File: config.mk
export PLATFORM = sky130hd
export DESIGN_NAME = wsg_div
export DESIGN_NICKNAME = d
export VERILOG_FILES = /design/src/rtl/wsg_div.sv
export SDC_FILE = /design/constraint.sdc
export NUM_CORES = 2
export LEC_CHECK = 0
export ABC_AREA = 1
export BUFFER_PORTS_ARGS = -buffer_cell sky130_fd_sc_hd__buf_2
export CORE_ASPECT_RATIO = 1.5
export CORE_UTILIZATION = 35
export DETAILED_ROUTE_END_ITERATION = 10
export PLACE_DENSITY = 0.56
export SYNTH_ARGS = -nofsm -noshare
export SYNTH_HDL_FRONTEND = slang
export SYNTH_SLANG_ARGS = --single-unit
File: constraint.sdc
create_clock -name aclk -period 2.06 [get_ports aclk]
set_input_delay 0.103 -clock aclk [delete_from_list [all_inputs] [get_ports aclk]]
set_output_delay 0.103 -clock aclk [all_outputs]
set_load 0.05 [all_outputs]
File: src/rtl/wsg_div.sv
module wsg_div #(
    parameter int DVS_W = 13,
    parameter int QUOT_W = 34,
    parameter int TAG_W = 1
) (
    input  logic                    aclk,
    input  logic                    aresetn,
    input  logic                    en,
    input  logic                    in_valid,
    input  logic [QUOT_W+DVS_W-1:0] in_dividend,
    input  logic [DVS_W-1:0]        in_divisor,
    input  logic [TAG_W-1:0]        in_tag,
    output logic                    out_valid,
    output logic [QUOT_W-1:0]       out_quot,
    output logic [TAG_W-1:0]        out_tag
);

    logic [QUOT_W-1:0] vld_reg;
    logic [DVS_W-1:0]  rem_reg  [QUOT_W];
    logic [QUOT_W-1:0] low_reg  [QUOT_W];
    logic [QUOT_W-1:0] quot_reg [QUOT_W];
    logic [DVS_W-1:0]  dvs_reg  [QUOT_W];
    logic [TAG_W-1:0]  tag_reg  [QUOT_W];

    logic [DVS_W-1:0]  rem_next  [QUOT_W];
    logic [QUOT_W-1:0] low_next  [QUOT_W];
    logic [QUOT_W-1:0] quot_next [QUOT_W];
    logic [DVS_W-1:0]  dvs_next  [QUOT_W];
    logic [TAG_W-1:0]  tag_next  [QUOT_W];

    // One quotient bit per stage: shift in a dividend bit, trial subtract
    for (genvar i = 0; i < QUOT_W; i++) begin : g_stage
        logic [DVS_W-1:0]  prev_rem;
        logic [QUOT_W-1:0] prev_low;
        logic [QUOT_W-1:0] prev_quot;
        logic [DVS_W:0]    trial;
        logic [DVS_W:0]    diff;
        logic              take;

        if (i == 0) begin : g_first
            assign prev_rem    = in_dividend[QUOT_W+DVS_W-1:QUOT_W];
            assign prev_low    = in_dividend[QUOT_W-1:0];
            assign prev_quot   = '0;
            assign dvs_next[i] = in_divisor;
            assign tag_next[i] = in_tag;
        end else begin : g_rest
            assign prev_rem    = rem_reg[i-1];
            assign prev_low    = low_reg[i-1];
            assign prev_quot   = quot_reg[i-1];
            assign dvs_next[i] = dvs_reg[i-1];
            assign tag_next[i] = tag_reg[i-1];
        end

        assign trial        = {prev_rem, prev_low[QUOT_W-1]};
        assign diff         = trial - {1'b0, dvs_next[i]};
        assign take         = (trial >= {1'b0, dvs_next[i]});
        assign rem_next[i]  = take ? diff[DVS_W-1:0] : trial[DVS_W-1:0];
        assign low_next[i]  = prev_low << 1;
        assign quot_next[i] = {prev_quot[QUOT_W-2:0], take};
    end

    // Advance valid bits
    always_ff @(posedge aclk) begin
        if (!aresetn) begin
            vld_reg <= '0;
        end else if (en) begin
            vld_reg <= {vld_reg[QUOT_W-2:0], in_valid};
        end
    end

    // Advance payload
    always_ff @(posedge aclk) begin
        if (en) begin
            for (int i = 0; i < QUOT_W; i++) begin
                rem_reg[i]  <= rem_next[i];
                low_reg[i]  <= low_next[i];
                quot_reg[i] <= quot_next[i];
                dvs_reg[i]  <= dvs_next[i];
                tag_reg[i]  <= tag_next[i];
            end
        end
    end

    assign out_valid = vld_reg[QUOT_W-1];
    assign out_quot  = quot_reg[QUOT_W-1];
    assign out_tag   = tag_reg[QUOT_W-1];

endmodule

==> flow_summary.json <==
{
  "final_common_cell": "nand2_1",
  "first_pass_iters": 9,
  "crit_path_max_fanout": 20,
  "io_buffers": 100,
  "p_per_area_nw_per_um2": 1370,
  "pin_count": 101,
  "wl_per_cell_um": 15.8,
  "max-slew-margin-rel_pct": 54.6,
  "area_growth_pct": 24.2,
  "max-vdd-ir-drop_mv": 0.894,
  "final_hold_viol_count": 0,
  "yosysTopAreaCell": "edfxtp_1",
  "clkLatencyLatePin_ps": 910,
  "dp_hpwl_um": 170000,
  "place_ws_ps": -150,
  "rsz0062_at_grt": "true",
  "netlist_instances": 9222,
  "critPathLaunchType": "flip-flop",
  "fillers": 26700,
  "regArea_um2": 62200,
  "drcViolationCount": 16,
  "synth_cell_types": 41,
  "grt_max_degree": 110,
  "place_inst": 13800,
  "cts_buffer_depth": 4,
  "utilization_pct": 43.8,
  "syn-num-nets": 9762,
  "layout.cells.non_filler": 14500,
  "wl_um": 229000,
  "cp_data_arrival_time_ps": 2710,
  "worstHoldPathType": "primary input to flip-flop",
  "cts_made_buffers": 220,
  "path_clk_slew_ps": 60,
  "htreeDepth": 4,
  "p_leak_nw": 55.4,
  "setup_viol": 0,
  "detail-route-antenna-nets": 0,
  "yosysSeqAreaShare_pct": 62.4,
  "dr_total_vias": 65600,
  "grt_use_total_pct": 15.5,
  "antenna_found_initial": 2,
  "violations": "DRC",
  "status": "finished, violations left",
  "synth_area_leaders": "edfxtp_1 (62%), nand2_1 (9.6%), inv_1 (7.0%)",
  "final_nets": 11100,
  "dieArea_um2": 287000,
  "core_area_um2": 283000,
  "grt_pass1_wl_um": 353000,
  "fin_ws_ps": 24.9,
  "largest_reg_flops": 595,
  "rows": 239,
  "drt_iter0_drc": 3166,
  "regToRegSetupSlack_ps": 20,
  "p_total_mw": 170,
  "maxCapViolCount": 0,
  "final_cell_mix": "nand2_1 (2,445), edfxtp_1 (2,048), inv_1 (1,770)",
  "cts_root_buf": "clkbuf_16",
  "multiInputGateArea_um2": 32100,
  "critical_path_class": "flip-flop to flip-flop",
  "critPathRequiredTime_ps": 2730,
  "syn-cell-area_um2": 99700,
  "endpoint_kind": "flip-flop",
  "finalWorstPathRequiredPeriod_ps": 2040,
  "start_util_pct": 35.2,
  "gr-total-overflow": 0,
  "ys_seq_elements": 2082,
  "die_y_um": 656,
  "ys.warnings.count": 0,
  "post-route-period-util_pct": 98.8,
  "viasPerCell": 4.52,
  "grt_pass1_vias": 66800,
  "cts_sinks": 2082,
  "die_w_um": 438,
  "worst_pin_slew_ps": 680,
  "maxSlewViolCount": 0,
  "tritoncts": "built",
  "synth_area_per_cell_um2": 10.8,
  "yosys.area.top_type_share_pct": 61.7,
  "skew_ps": 83.9,
  "final_layout_size_suffix_gt1_share_pct": 22.9,
  "place.gp.congestion": 0.896,
  "fmax_mhz": 491
}
## final cells by class
| cell class | instances | share of cell area [%] |
|---|---|---|
| Inverter | 1897 | 5.75 |
| Clock buffer | 252 | 4.63 |
| Clock inverter | 139 | 1.15 |
| Multi-Input combinational cell | 5149 | 25.9 |
| Sequential cell | 2082 | 50.2 |
| Timing Repair Buffer | 1235 | 8.54 |
| Antenna cell | 5 | 0.0101 |
| Tap cell | 3735 | 3.77 |
## metal layers
| layer | global-route usage (%) | wire (um) | up-vias | share of wire [%] |
|---|---|---|---|---|
| li1 | - | - | 33100 | - |
| met1 | 15.7 | 83700 | 31000 | 37 |
| met2 | 30.9 | 128000 | 976 | 56 |
| met3 | 2.03 | 6580 | 507 | 2.9 |
| met4 | 6.90 | 10500 | 0 | 4.6 |
| met5 | 0 | 0 | - | 0 |
## stage by stage
step	hold slack, ps	instance area, um^2	TNS [ps]
global placement	280	111000	-6030
finish	112	124000	0
detailed placement	281	111000	-8140
floorplan	202	99700	0
CTS	31.1	120000	-16.2
global route	93.3	124000	-969
## worst max-delay path: stages (launching register included)
cell,delay [ps]
edfxtp_1,450
ha_2,430
nand2_1,90
nor3_1,290
nand2_2,110
nand3_2,100
buf_12,160
nand2_1,60
o21ai_1,150
## report_power, final
part	switching (mW)	internal, mW
Sequential	4.98	56.4
Combinational	39.3	29.6
Clock	16.8	23.0
Total	61.0	109
## timing repair
| action | CTS | global route |
|---|---|---|
| endpoints found under the hold margin | 904 | 0 |
| pin swaps | 14 | 101 |
| hold buffers | 118 | 0 |
| setup buffers | 48 | 148 |
| cloned | 2 | 9 |
| endpoints found under the setup margin | 250 | 409 |
| resized for setup | 111 | 434 |
## cell usage after synthesis, drive strengths merged
library cell	number
o211ai	1
o21bai	1
nand3	569
fa	33
dfxtp	34
o21ai	256
and2	14
nor2	421
ha	442
clkinv	1
xor2	178
a21oi	156
edfxtp	2048
nor3	10
nor4	2
xnor2	32
nand4	366
inv	1896
nand2	2667
buf	85
nand3b	1
clkbuf	9
## kinds of logic (layout without fill, tap and decap cells)
logic type,count (synthesis),in the layout,share of synthesized area [%]
AOI/OAI and AO/OA,414,414,2.68
other,0,5,0
DFF,2082,2082,62.4
xor gates and xnor gates,210,210,1.85
adders and majority gates,475,475,6.21
and+or+nand+nor,4050,4050,18.8
buffers and inverters,1991,3523,8.06
## path summary, 6_finish.rpt
| kind | from | depth (start not counted) | end |
|---|---|---|---|
| max | rem_reg[9][1]$_DFFE_PP_ | 8 | rem_reg[10][2]$_DFFE_PP_ |
| min | in_dividend[37] | 4 | rem_reg[0][4]$_DFFE_PP_ |
| max reg2reg | rem_reg[9][1]$_DFFE_PP_ | 8 | rem_reg[10][2]$_DFFE_PP_ |
| min reg2reg | quot_reg[23][1]$_DFFE_PP_ | 0 | quot_reg[24][2]$_DFFE_PP_ |
(Power assumes the default switching activity.)
